### src/sv/cbc_pkg.sv
`timescale 1ns / 1ps
// Shared types and constants for the contour blob classifier.
// No dependencies; used by cbc_area, contour_blob_classifier_core and the bench.
package cbc_pkg;

    localparam int AREA_BITS   = 21;
    localparam int SUM_BITS    = 48;
    localparam int MIN_BITS    = 13;
    localparam int MAX_BITS    = 14;
    localparam int ASPECT_BITS = 9;
    localparam int CFG_BITS    = 14;
    localparam int CFG_IDX_BITS = 2;
    localparam int PCT_BITS    = 7;

    localparam logic [PCT_BITS-1:0]    PCT_SCALE      = 7'd100;
    localparam logic [MIN_BITS-1:0]    MIN_AREA_RST   = 13'd500;
    localparam logic [MAX_BITS-1:0]    MAX_AREA_RST   = 14'd1000;
    localparam logic [ASPECT_BITS-1:0] ASPECT_PCT_RST = 9'd100;

    localparam logic [SUM_BITS-1:0] AREA_CAP =
        {{(SUM_BITS-AREA_BITS){1'b0}}, {AREA_BITS{1'b1}}};

    typedef enum logic [CFG_IDX_BITS-1:0] {
        REG_MIN_AREA   = 2'd0,
        REG_MAX_AREA   = 2'd1,
        REG_ASPECT_PCT = 2'd2
    } cfg_reg_t;

    // Control that travels with each beat down the pipeline.
    typedef struct packed {
        logic valid;
        logic start;
        logic last;
    } beat_ctl_t;

    // Doubled area of the full coordinate square, capped to the result field.
    function automatic logic [SUM_BITS-1:0] area_limit(input int cb);
        logic [SUM_BITS-1:0] cmax;
        logic [SUM_BITS-1:0] raw;
        cmax = (SUM_BITS'(1) << cb) - SUM_BITS'(1);
        raw  = (cmax * cmax) << 1;
        return (raw > AREA_CAP) ? AREA_CAP : raw;
    endfunction

endpackage

### src/sv/contour_blob_classifier_core.sv
`timescale 1ns / 1ps
// Top level of the contour blob classifier: input stage, bounding box,
// person test and output register. Depends on cbc_pkg and cbc_area.
//
// Usage:
// The input channel carries one contour point per beat (point_x, point_y,
// last_point). A contour is every beat up to and including the one with
// last_point set; the next beat starts a new contour. For each contour the
// output channel carries exactly one beat: twice the absolute polygon area
// (saturated), the bounding box width and height, and the person flag.
// Points that are not last produce no output beat.
//
// Throughput is one point per clock cycle while in_stall is low. The path is
// a fixed six-stage pipeline: input register, cross products and box update,
// edge delta, accumulator, magnitude and aspect products, then the output
// register. A contour's result reaches out_valid once its last point has passed
// through stages 1 to 5 and into the output register.
//
// When the receiver holds out_stall, the output beat stays put and the
// pipeline keeps taking points until a finished result reaches the stage
// just before the output register; only then is in_stall raised.
// Reset clears all contour state and all valid bits, and loads the threshold
// registers with 500, 1000 and 100. The user must write threshold registers
// through cfg_write, cfg_index and cfg_data only while idle; the core does not check.
module contour_blob_classifier_core #(
    parameter int COORD_BITS = 10
) (
    input  logic                             clk,
    input  logic                             rst_n,
    input  logic                             in_valid,
    output logic                             in_stall,
    input  logic [COORD_BITS-1:0]            point_x,
    input  logic [COORD_BITS-1:0]            point_y,
    input  logic                             last_point,
    output logic                             out_valid,
    input  logic                             out_stall,
    output logic                             is_person,
    output logic [cbc_pkg::AREA_BITS-1:0]    area_doubled,
    output logic [COORD_BITS-1:0]            box_width,
    output logic [COORD_BITS-1:0]            box_height,
    input  logic                             cfg_write,
    input  logic [cbc_pkg::CFG_IDX_BITS-1:0] cfg_index,
    input  logic [cbc_pkg::CFG_BITS-1:0]     cfg_data
);
    import cbc_pkg::*;

    localparam int PCT_PROD_BITS = COORD_BITS + PCT_BITS;
    localparam int ASP_PROD_BITS = COORD_BITS + ASPECT_BITS;
    localparam logic [SUM_BITS-1:0] AREA_LIM = area_limit(COORD_BITS);

    // Threshold registers.
    logic [MIN_BITS-1:0]    min_area_reg;
    logic [MAX_BITS-1:0]    max_area_reg;
    logic [ASPECT_BITS-1:0] aspect_pct_reg;

    always_ff @(posedge clk or negedge rst_n)
    begin
        if (!rst_n)
        begin
            min_area_reg   <= MIN_AREA_RST;
            max_area_reg   <= MAX_AREA_RST;
            aspect_pct_reg <= ASPECT_PCT_RST;
        end
        else if (cfg_write)
        begin
            case (cfg_index)
                REG_MIN_AREA:   min_area_reg   <= cfg_data[MIN_BITS-1:0];
                REG_MAX_AREA:   max_area_reg   <= cfg_data[MAX_BITS-1:0];
                REG_ASPECT_PCT: aspect_pct_reg <= cfg_data[ASPECT_BITS-1:0];
                default:        ;
            endcase
        end
    end

    // The whole pipeline moves together. It only halts when the output
    // register is blocked and a finished result is waiting right behind it.
    logic      adv;
    beat_ctl_t s5_ctl;
    logic      out_valid_reg;

    assign adv      = !(out_valid_reg && out_stall && s5_ctl.valid && s5_ctl.last);
    assign in_stall = !adv;

    logic accept;
    assign accept = in_valid && adv;

    // Contour tracking: whether a contour is open, its first and previous point.
    logic                  in_contour_reg;
    logic [COORD_BITS-1:0] first_x_reg, first_y_reg, prev_x_reg, prev_y_reg;

    // Stage 1: input register.
    beat_ctl_t             s1_ctl_reg;
    logic [COORD_BITS-1:0] s1_x_reg, s1_y_reg, s1_px_reg, s1_py_reg, s1_fx_reg, s1_fy_reg;

    always_ff @(posedge clk or negedge rst_n)
    begin
        if (!rst_n)
        begin
            in_contour_reg <= 1'b0;
            first_x_reg    <= '0;
            first_y_reg    <= '0;
            prev_x_reg     <= '0;
            prev_y_reg     <= '0;
            s1_ctl_reg     <= '0;
        end
        else if (adv)
        begin
            s1_ctl_reg.valid <= in_valid;
            s1_ctl_reg.start <= !in_contour_reg;
            s1_ctl_reg.last  <= last_point;
            if (accept)
            begin
                in_contour_reg <= !last_point;
                prev_x_reg     <= point_x;
                prev_y_reg     <= point_y;
                if (!in_contour_reg)
                begin
                    first_x_reg <= point_x;
                    first_y_reg <= point_y;
                end
            end
        end
    end

    // On the first point of a contour the point itself stands in for the
    // first point, so a one-point contour closes onto itself with zero area.
    always_ff @(posedge clk)
    begin
        if (adv)
        begin
            s1_x_reg  <= point_x;
            s1_y_reg  <= point_y;
            s1_px_reg <= prev_x_reg;
            s1_py_reg <= prev_y_reg;
            s1_fx_reg <= in_contour_reg ? first_x_reg : point_x;
            s1_fy_reg <= in_contour_reg ? first_y_reg : point_y;
        end
    end

    // Area path, stages 2 through 5.
    logic [AREA_BITS-1:0] mag;

    cbc_area #(
        .COORD_BITS (COORD_BITS)
    ) u_area (
        .clk    (clk),
        .rst_n  (rst_n),
        .adv    (adv),
        .s1_ctl (s1_ctl_reg),
        .x      (s1_x_reg),
        .y      (s1_y_reg),
        .px     (s1_px_reg),
        .py     (s1_py_reg),
        .fx     (s1_fx_reg),
        .fy     (s1_fy_reg),
        .s5_ctl (s5_ctl),
        .mag    (mag)
    );

    // Stage 2: bounding box. A new contour reloads the box from its first point.
    logic [COORD_BITS-1:0] lo_x_reg, hi_x_reg, lo_y_reg, hi_y_reg;
    logic [COORD_BITS-1:0] lo_x_next, hi_x_next, lo_y_next, hi_y_next;

    always_comb
    begin
        if (s1_ctl_reg.start)
        begin
            lo_x_next = s1_x_reg;
            hi_x_next = s1_x_reg;
            lo_y_next = s1_y_reg;
            hi_y_next = s1_y_reg;
        end
        else
        begin
            lo_x_next = (s1_x_reg < lo_x_reg) ? s1_x_reg : lo_x_reg;
            hi_x_next = (s1_x_reg > hi_x_reg) ? s1_x_reg : hi_x_reg;
            lo_y_next = (s1_y_reg < lo_y_reg) ? s1_y_reg : lo_y_reg;
            hi_y_next = (s1_y_reg > hi_y_reg) ? s1_y_reg : hi_y_reg;
        end
    end

    always_ff @(posedge clk or negedge rst_n)
    begin
        if (!rst_n)
        begin
            lo_x_reg <= '1;
            hi_x_reg <= '0;
            lo_y_reg <= '1;
            hi_y_reg <= '0;
        end
        else if (adv && s1_ctl_reg.valid)
        begin
            lo_x_reg <= lo_x_next;
            hi_x_reg <= hi_x_next;
            lo_y_reg <= lo_y_next;
            hi_y_reg <= hi_y_next;
        end
    end

    // Box size rides alongside the area path so it meets the area at stage 5.
    // Stage 5 also forms both sides of the aspect comparison.
    logic [COORD_BITS-1:0]    dx2_reg, dy2_reg, dx3_reg, dy3_reg, dx4_reg, dy4_reg;
    logic [COORD_BITS-1:0]    dx5_reg, dy5_reg;
    logic [PCT_PROD_BITS-1:0] pct_dy5_reg;
    logic [ASP_PROD_BITS-1:0] asp_dx5_reg;

    always_ff @(posedge clk)
    begin
        if (adv)
        begin
            dx2_reg     <= hi_x_next - lo_x_next;
            dy2_reg     <= hi_y_next - lo_y_next;
            dx3_reg     <= dx2_reg;
            dy3_reg     <= dy2_reg;
            dx4_reg     <= dx3_reg;
            dy4_reg     <= dy3_reg;
            dx5_reg     <= dx4_reg;
            dy5_reg     <= dy4_reg;
            pct_dy5_reg <= PCT_PROD_BITS'(dy4_reg) * PCT_PROD_BITS'(PCT_SCALE);
            asp_dx5_reg <= ASP_PROD_BITS'(dx4_reg) * ASP_PROD_BITS'(aspect_pct_reg);
        end
    end

    // Person test. The area bounds are doubled to compare against the doubled area.
    logic person_next;

    always_comb
    begin
        logic area_ok;
        logic aspect_ok;
        area_ok   = (mag > AREA_BITS'({min_area_reg, 1'b0}))
                 && (mag < AREA_BITS'({max_area_reg, 1'b0}));
        aspect_ok = (dx5_reg != '0)
                 && (ASP_PROD_BITS'(pct_dy5_reg) > asp_dx5_reg);
        person_next = area_ok && aspect_ok;
    end

    // Stage 6: output register.
    logic                  is_person_reg;
    logic [AREA_BITS-1:0]  area_reg;
    logic [COORD_BITS-1:0] box_w_reg, box_h_reg;

    always_ff @(posedge clk or negedge rst_n)
    begin
        if (!rst_n)
        begin
            out_valid_reg <= 1'b0;
        end
        else if (adv && s5_ctl.valid && s5_ctl.last)
        begin
            out_valid_reg <= 1'b1;
        end
        else if (!out_stall)
        begin
            out_valid_reg <= 1'b0;
        end
    end

    always_ff @(posedge clk)
    begin
        if (adv && s5_ctl.valid && s5_ctl.last)
        begin
            is_person_reg <= person_next;
            area_reg      <= mag;
            box_w_reg     <= dx5_reg;
            box_h_reg     <= dy5_reg;
        end
    end

    assign out_valid    = out_valid_reg;
    assign is_person    = is_person_reg;
    assign area_doubled = area_reg;
    assign box_width    = box_w_reg;
    assign box_height   = box_h_reg;

    // The input only backs up behind a blocked result.
    a_stall_cause: assert property (@(posedge clk) disable iff (!rst_n)
        in_stall |-> (out_valid && out_stall))
        else $error("input stalled without a blocked result");

    // A result appears only after a last point has reached stage 5.
    a_result_source: assert property (@(posedge clk) disable iff (!rst_n)
        $rose(out_valid) |-> $past(s5_ctl.valid && s5_ctl.last))
        else $error("result without a closing point");

    // A person needs a box of nonzero width.
    a_person_width: assert property (@(posedge clk) disable iff (!rst_n)
        (out_valid && is_person) |-> (box_width != '0))
        else $error("person flagged on a zero-width box");

    // The area never exceeds its saturation limit.
    a_area_limit: assert property (@(posedge clk) disable iff (!rst_n)
        out_valid |-> (SUM_BITS'(area_doubled) <= AREA_LIM))
        else $error("area above saturation limit");

endmodule

### src/sv/cbc_area.sv
`timescale 1ns / 1ps
// Shoelace area pipeline: cross products, running sum, magnitude and saturation.
// Depends on cbc_pkg.
module cbc_area #(
    parameter int COORD_BITS = 10
) (
    input  logic                          clk,
    input  logic                          rst_n,
    input  logic                          adv,
    input  cbc_pkg::beat_ctl_t            s1_ctl,
    input  logic [COORD_BITS-1:0]         x,
    input  logic [COORD_BITS-1:0]         y,
    input  logic [COORD_BITS-1:0]         px,
    input  logic [COORD_BITS-1:0]         py,
    input  logic [COORD_BITS-1:0]         fx,
    input  logic [COORD_BITS-1:0]         fy,
    output cbc_pkg::beat_ctl_t            s5_ctl,
    output logic [cbc_pkg::AREA_BITS-1:0] mag
);
    import cbc_pkg::*;

    localparam int PROD_BITS  = 2 * COORD_BITS;
    localparam int DELTA_BITS = PROD_BITS + 2;
    localparam logic [SUM_BITS-1:0] AREA_LIM = area_limit(COORD_BITS);

    beat_ctl_t ctl2_reg, ctl3_reg, ctl4_reg, ctl5_reg;
    logic [PROD_BITS-1:0] p_open_a_reg, p_open_b_reg, p_close_a_reg, p_close_b_reg;
    logic signed [DELTA_BITS-1:0] delta_reg, delta_next;
    logic [SUM_BITS-1:0] acc_reg, sum_next, sum4_reg, mag_wide;
    logic [AREA_BITS-1:0] mag_reg, mag_next;

    // The edge from the previous point and the closing edge back to the first point.
    always_comb
    begin
        logic signed [DELTA_BITS-1:0] d_open;
        logic signed [DELTA_BITS-1:0] d_close;
        d_open  = ctl2_reg.start ? '0 :
                  $signed(DELTA_BITS'(p_open_a_reg)) - $signed(DELTA_BITS'(p_open_b_reg));
        d_close = ctl2_reg.last ?
                  $signed(DELTA_BITS'(p_close_a_reg)) - $signed(DELTA_BITS'(p_close_b_reg)) :
                  '0;
        delta_next = d_open + d_close;
    end

    assign sum_next = (ctl3_reg.start ? '0 : acc_reg)
                    + {{(SUM_BITS-DELTA_BITS){delta_reg[DELTA_BITS-1]}}, delta_reg};

    assign mag_wide = sum4_reg[SUM_BITS-1] ? (SUM_BITS'(0) - sum4_reg) : sum4_reg;
    assign mag_next = (mag_wide > AREA_LIM) ? AREA_LIM[AREA_BITS-1:0]
                                            : mag_wide[AREA_BITS-1:0];

    always_ff @(posedge clk or negedge rst_n)
    begin
        if (!rst_n)
        begin
            ctl2_reg <= '0;
            ctl3_reg <= '0;
            ctl4_reg <= '0;
            ctl5_reg <= '0;
            acc_reg  <= '0;
        end
        else if (adv)
        begin
            ctl2_reg <= s1_ctl;
            ctl3_reg <= ctl2_reg;
            ctl4_reg <= ctl3_reg;
            ctl5_reg <= ctl4_reg;
            if (ctl3_reg.valid)
            begin
                acc_reg <= sum_next;
            end
        end
    end

    always_ff @(posedge clk)
    begin
        if (adv)
        begin
            p_open_a_reg  <= PROD_BITS'(px) * PROD_BITS'(y);
            p_open_b_reg  <= PROD_BITS'(x) * PROD_BITS'(py);
            p_close_a_reg <= PROD_BITS'(x) * PROD_BITS'(fy);
            p_close_b_reg <= PROD_BITS'(fx) * PROD_BITS'(y);
            delta_reg     <= delta_next;
            sum4_reg      <= sum_next;
            mag_reg       <= mag_next;
        end
    end

    assign s5_ctl = ctl5_reg;
    assign mag    = mag_reg;

endmodule

### config.mk
export PLATFORM = sky130hd
export DESIGN_NAME = contour_blob_classifier_core
export DESIGN_NICKNAME = d
export VERILOG_FILES = /design/src/sv/cbc_pkg.sv /design/src/sv/contour_blob_classifier_core.sv /design/src/sv/cbc_area.sv
export SDC_FILE = /design/constraint.sdc
export NUM_CORES = 2
export LEC_CHECK = 0
export BUFFER_PORTS_ARGS = -buffer_cell sky130_fd_sc_hd__buf_2
export CAP_MARGIN = 40
export CORE_ASPECT_RATIO = 1.25
export CORE_MARGIN = 1.5
export CORE_UTILIZATION = 40
export CTS_BUF_LIST = sky130_fd_sc_hd__clkbuf_8
export CTS_CLUSTER_DIAMETER = 120
export DETAILED_ROUTE_END_ITERATION = 6
export HOLD_SLACK_MARGIN = 0.08
export SYNTH_ARGS = -nofsm -noshare
export SYNTH_HDL_FRONTEND = slang
export SYNTH_SLANG_ARGS = --single-unit
export TNS_END_PERCENT = 5
### constraint.sdc
create_clock -name clk -period 12.8 [get_ports clk]
set_input_delay 0.64 -clock clk [delete_from_list [all_inputs] [get_ports clk]]
set_output_delay 0.64 -clock clk [all_outputs]
set_load 0.01 [all_outputs]
# After elaboration in Yosys (flattened, before gate mapping)

Index checks and enable logic that the tools add are counted.

Output and inout bits: 44
Bits in registers: 566
Logic and storage cells: 115
Bits of input ports: 42

Reduce and logical (&&, ||, !) cells: 20
Mux-type cells: 16
$add $sub $neg: 7
Equality and inequality tests: 3
Bitwise gates (word level): 1
$mul: 6
$lt $le $gt $ge: 8

Operators by type and width:

| operator                                                                | number |
|---|---|
| 10-bit two-way mux                                                      | 10 |
| 48-bit two-way mux                                                      | 2 |
| 10-bit by 10-bit multiplier with 20-bit output                          | 4 |
| 48-bit adder                                                            | 1 |
| 48-bit by 21-bit > comparator with 1-bit output (second input constant) | 1 |
| 1-bit by 48-bit subtractor with 48-bit output (first input constant)    | 1 |
| 22-bit two-way mux                                                      | 2 |
| 20-bit by 20-bit subtractor with 21-bit output                          | 2 |
| 22-bit adder                                                            | 1 |
| 21-bit by 14-bit > comparator with 1-bit output                         | 1 |
| 21-bit by 15-bit < comparator with 1-bit output                         | 1 |
| 10-bit > comparator                                                     | 2 |
| 10-bit < comparator                                                     | 2 |
| 10-bit subtractor                                                       | 2 |
| 17-bit by 19-bit > comparator with 1-bit output                         | 1 |
| 10-bit by 9-bit multiplier with 19-bit output                           | 1 |
| 10-bit by 5-bit multiplier with 15-bit output (second input constant)   | 1 |
| 1-bit logical AND                                                       | 10 |
| 2-bit AND reduction                                                     | 5 |
| 10-bit nonzero test                                                     | 1 |
| 1-bit zero test                                                         | 3 |
| 2-bit by 1-bit equality test with 1-bit output (second input constant)  | 1 |
| 2-bit equality test (second input constant)                             | 1 |
| 2-bit zero test                                                         | 1 |
| other kinds (3)                                                         | 4 |

# Depth between registers and ports, before layout

Depth after elaboration: 7
Depth in mapped cells: 22
Gate-level depth less buffers: 22

# Modules after synthesis

Synthesis repeated with hierarchy kept, for this count alone.

Cells, all modules: 4346
Area total of the unflattened synthesis: 45736.4 µm²

Modules (own cells, without submodules):

| module                       | area an instance (µm²) | cells each | seq. area each (µm²) | times used |
|---|---|---|---|---|
| cbc_area                     | 27721.6                | 2925       | 6636.4               | 1 |
| contour_blob_classifier_core | 18014.8                | 1421       | 9467.8               | 1 |

# Worst setup path before layout

Ideal clock, no wire load.

Kind: input to register
Start point: in out_stall
End point: reg s1_ctl_reg[1] (netlist bit)
Slack: 1550 ps
Stages: 3
Library setup time: 536 ps
Data arrival time: 10714 ps
Path buffers: 1
Data required time: 12264 ps
Cells stage by stage: nand4_1 > clkbuf_1 > a21oi_1

Longest elaborated chain between the ends: 3

Ends and longest elaborated chain:

| element                        | RTL line                           | text |
|---|---|---|
| start: declaration             | contour_blob_classifier_core.sv:36 | `input logic out_stall,` |
| 1-bit logical AND (3 in a row) | contour_blob_classifier_core.sv:81 | `assign adv = !(out_valid_reg && out_stall && s5_ctl.valid && s5_ctl.last);` |
| end: declaration               | contour_blob_classifier_core.sv:92 | `beat_ctl_t s1_ctl_reg;` |

Every way passes these cells.
A chain may end at the register's enable or synchronous reset.

# Worst setup path in the final report

Start point: reg s1_y_reg[3]
End point: reg u_area.p_close_b_reg[19], data pin

Longest elaborated chain between the ends: 1

Ends and longest elaborated chain:

| element                                        | RTL line                            | text |
|---|---|---|
| start: declaration                             | contour_blob_classifier_core.sv:93  | `logic [COORD_BITS-1:0] s1_x_reg, s1_y_reg, s1_px_reg, s1_py_reg, s1_fx_reg, s1_fy_reg;` |
| start signal: assignment                       | contour_blob_classifier_core.sv:132 | `s1_y_reg <= point_y;` |
| 10-bit by 10-bit multiplier with 20-bit output | cbc_area.sv:82                      | `p_close_b_reg <= PROD_BITS'(fx) * PROD_BITS'(y);` |
| end signal: assignment                         | cbc_area.sv:82                      |  |
| end: declaration                               | cbc_area.sv:27                      | `logic [PROD_BITS-1:0] p_open_a_reg, p_open_b_reg, p_close_a_reg, p_close_b_reg;` |

Every way passes these cells.

==> results.md <==
- Grt total ovfl: 0
- HP Class: primary input to register
- Slew headroom: 0.448
- Fin. max-slew vios: 0
- Cell Rows: 137
- Starting Density: 0.405
- Final Wtd Congestion: 0.830
- PortBufs: 85
- Syn Std Cell Area: 45400 µm²
- CP Class: register to register
- Syn_area_per_cell: 10.5 µm²
- CTS tree: built
- Setup violators final: 0
- Postcts setup bufs: 0
- Asr flop ratio synth: 0.318
- CP max stage delay: 0.55 ns
- Status: finished, final reports clean
- Synth Flop Type: edfxtp_1
- Share of cells above drive strength 1: 0.106
- Max_cap viols: 0
- Most common cell after layout, fill and taps aside: inv_1
- Net Count, Synth: 5190
- Netlist cell types: 83
- Routed WL: 105000 µm
- Area of the core: 112000 µm²
- Crit-path max FO: 24
- Layout Skew: 0.0558 ns
- CP bufs+invs: 6
- EDFF count, synth: 384
- Die Wd: 304 µm
- Area occupied by multi-input gates: 26800 µm²
- Seq/Total Area, Yosys: 0.354
- Iter 0 DRT Violations: 1378
- Cells after Synth: 4332
- Layout area overhead: 10.3%
- Setup tns final: 0 ns
- Pre-CTS setup slack: 6.76 ns
- Worst hold slack: 0.177 ns
- Worst-path cell chain: buf_4, nand2_1, fa_1, inv_1, fa_1, inv_1, fa_1, inv_1, fa_1, inv_1, fa_1, inv_1, ha_1, or2_2, o31ai_1, o21ai_0, o41ai_1, o21ai_0, o41a_1, xnor2_1
- Gr usage total: 0.184
- Clock Path Buffers: 3
- DP Area: 47600 µm²
- Startpoint Class: register
- Worst-skew pair later-pin latency: 0.81 ns
- Register area: 16100 µm²
- Worst-Margin Slew: 0.828 ns
- Die area: 115000 µm²
- CTS sink count: 563
- Final instance area: 50100 µm²
- Warnings, synthesis: 0
- Initial antenna violation count: 1
- Final net count: 5318
- Final hold vios: 0
- Commonest cells after routing, fill and taps aside: 572 x inv_1, 500 x ha_1, 410 x nand2_1, 384 x edfxtp_1, 316 x fa_1
- RSZ-0062 raised after global routing: no
- Setup ws final: 6.72 ns
- CP delay by family, top: adder cells
- Vias in the first global route: 31.6k
- CP required: 13.36 ns
- Die Height: 380 µm
- Clock-pin slew on the worst setup and hold paths: 0.06 ns
- CP max stage cell: fa_1
- Vias: 30.7k
- FMAX: 0.165 GHz
- CTS buffer count: 100
- Fillers: 10.6k
- Global-route wire length before repair: 169000 µm
- H-tree depth: 3
- Min Tclk post-route: 6.08 ns
- Drt first pass iters: 5
- DRC viols: 0
- Ports: 86
- Synth Register Bits: 563
- ANT nets after route: 0
- Final Cycle Share: 0.475
- Routed vias/inst: 5.12
- Wire per inst: 17.5 µm
- Clock Tree Root: clkbuf_8
- CP endpoint kind: register
- Worst Path Arrival: 6.64 ns
- Dpl hpwl: 79600 µm
- Largest net degree at the start of global routing: 130
==> area by class of cell <==
cell class                 count  share of cell area
antenna                        1           0.0000500
clock buffer                 106              0.0291
clock inverter                84              0.0135
inverter                     542              0.0406
multi-input combinational   3090               0.535
sequential                   563               0.321
tap                         1459              0.0365
timing repair buffer         163              0.0244
==> metrics by stage <==
stage,cells,utilization
after detailed placement,5789,0.425
after floorplan,4332,-
after CTS,6007,0.446
final,6008,0.446
after global placement,5781,0.423
after global routing,6008,0.446
==> worst paths after layout <==
path	from	end	slack (ns)	depth (start not counted)
min	cfg_data[2]	min_area_reg[2]	0.18	3
max in group asynchronous	rst_n	min_area_reg[2]	11.08	4
min in group asynchronous	rst_n	u_area.acc_reg[32]	0.50	2
max	s1_y_reg[3]	u_area.p_close_b_reg[19]	6.72	20
max reg2reg	s1_y_reg[3]	u_area.p_close_b_reg[19]	6.72	20
min reg2reg	dx3_reg[2]	dx4_reg[2]	0.40	0
==> synthesized netlist by cell type, types with 9 or more instances <==
| cell type | number | area, µm² |
|---|---|---|
| o31ai_1 | 23 | 173 |
| inv_1 | 540 | 2030 |
| dfstp_2 | 35 | 920 |
| mux2i_1 | 22 | 220 |
| edfxtp_1 | 384 | 11500 |
| a21oi_1 | 152 | 761 |
| nand3_1 | 61 | 305 |
| o21a_1 | 39 | 293 |
| a31oi_1 | 19 | 119 |
| o41ai_1 | 12 | 105 |
| xnor2_1 | 146 | 1280 |
| o221ai_1 | 9 | 78.8 |
| mux2_2 | 147 | 1660 |
| o21ai_0 | 161 | 806 |
| nor3_1 | 59 | 295 |
| nand2b_1 | 33 | 206 |
| a21o_1 | 78 | 586 |
| fa_1 | 316 | 6330 |
| ha_1 | 500 | 6260 |
| and3_1 | 22 | 138 |
| nor2_1 | 173 | 649 |
| a211oi_1 | 15 | 113 |
| nor2b_1 | 83 | 519 |
| and2_1 | 314 | 1960 |
| dfrtp_1 | 144 | 3600 |
| clkbuf_1 | 130 | 488 |
| o21bai_1 | 15 | 113 |
| nand2_1 | 412 | 1550 |
| a21boi_0 | 10 | 75.1 |
| or4_1 | 11 | 82.6 |
| nand4_1 | 26 | 163 |
| or3_1 | 27 | 169 |
| xor2_1 | 65 | 569 |
| o211ai_1 | 16 | 120 |
| nor4_1 | 11 | 68.8 |
==> repair_timing <==
item                                   CTS  global route
endpoints found under the hold margin  106             0
gates resized for setup                  0             0
hold buffers                            28             0
==> metal layers <==
| metal | GRT usage | vias to the layer above | part of all wire |
|---|---|---|---|
| li1 | - | 15000 | - |
| met3 | 0.0212 | 167 | 0.032 |
| met4 | 0.0705 | 0 | 0.033 |
| met2 | 0.328 | 489 | 0.50 |
| met5 | 0 | - | 0 |
| met1 | 0.227 | 15100 | 0.43 |
==> cells by family (layout without fill, tap and decap cells) <==
| group | count (synthesis) | in the layout | synth area share |
|---|---|---|---|
| flip-flops | 563 | 563 | 0.354 |
| adder cells (fa/ha/maj) | 816 | 816 | 0.277 |
| multiplexers | 169 | 169 | 0.0413 |
| other | 0 | 1 | 0 |
| AND/OR/NAND/NOR | 1270 | 1270 | 0.142 |
| buffers and inverters | 679 | 895 | 0.0564 |
| XOR/XNOR | 211 | 211 | 0.0407 |
| AO/OA/AOI/OAI | 624 | 624 | 0.0887 |
==> worst reg2reg max path, delay by kind of cell, from the launching register on <==
kind / cells / cell delay (ns)
AO/OA/AOI/OAI: 5 / 1.61
XOR/XNOR: 1 / 0.14
adder cells (fa/ha/maj): 6 / 2.79
buffers and inverters: 6 / 0.53
flip-flops: 1 / 0.33
AND/OR/NAND/NOR: 2 / 0.44
Power is left out: the tool's default activity adds up to more than one toggle a clock period on the data nets, which glitch-free logic cannot reach.
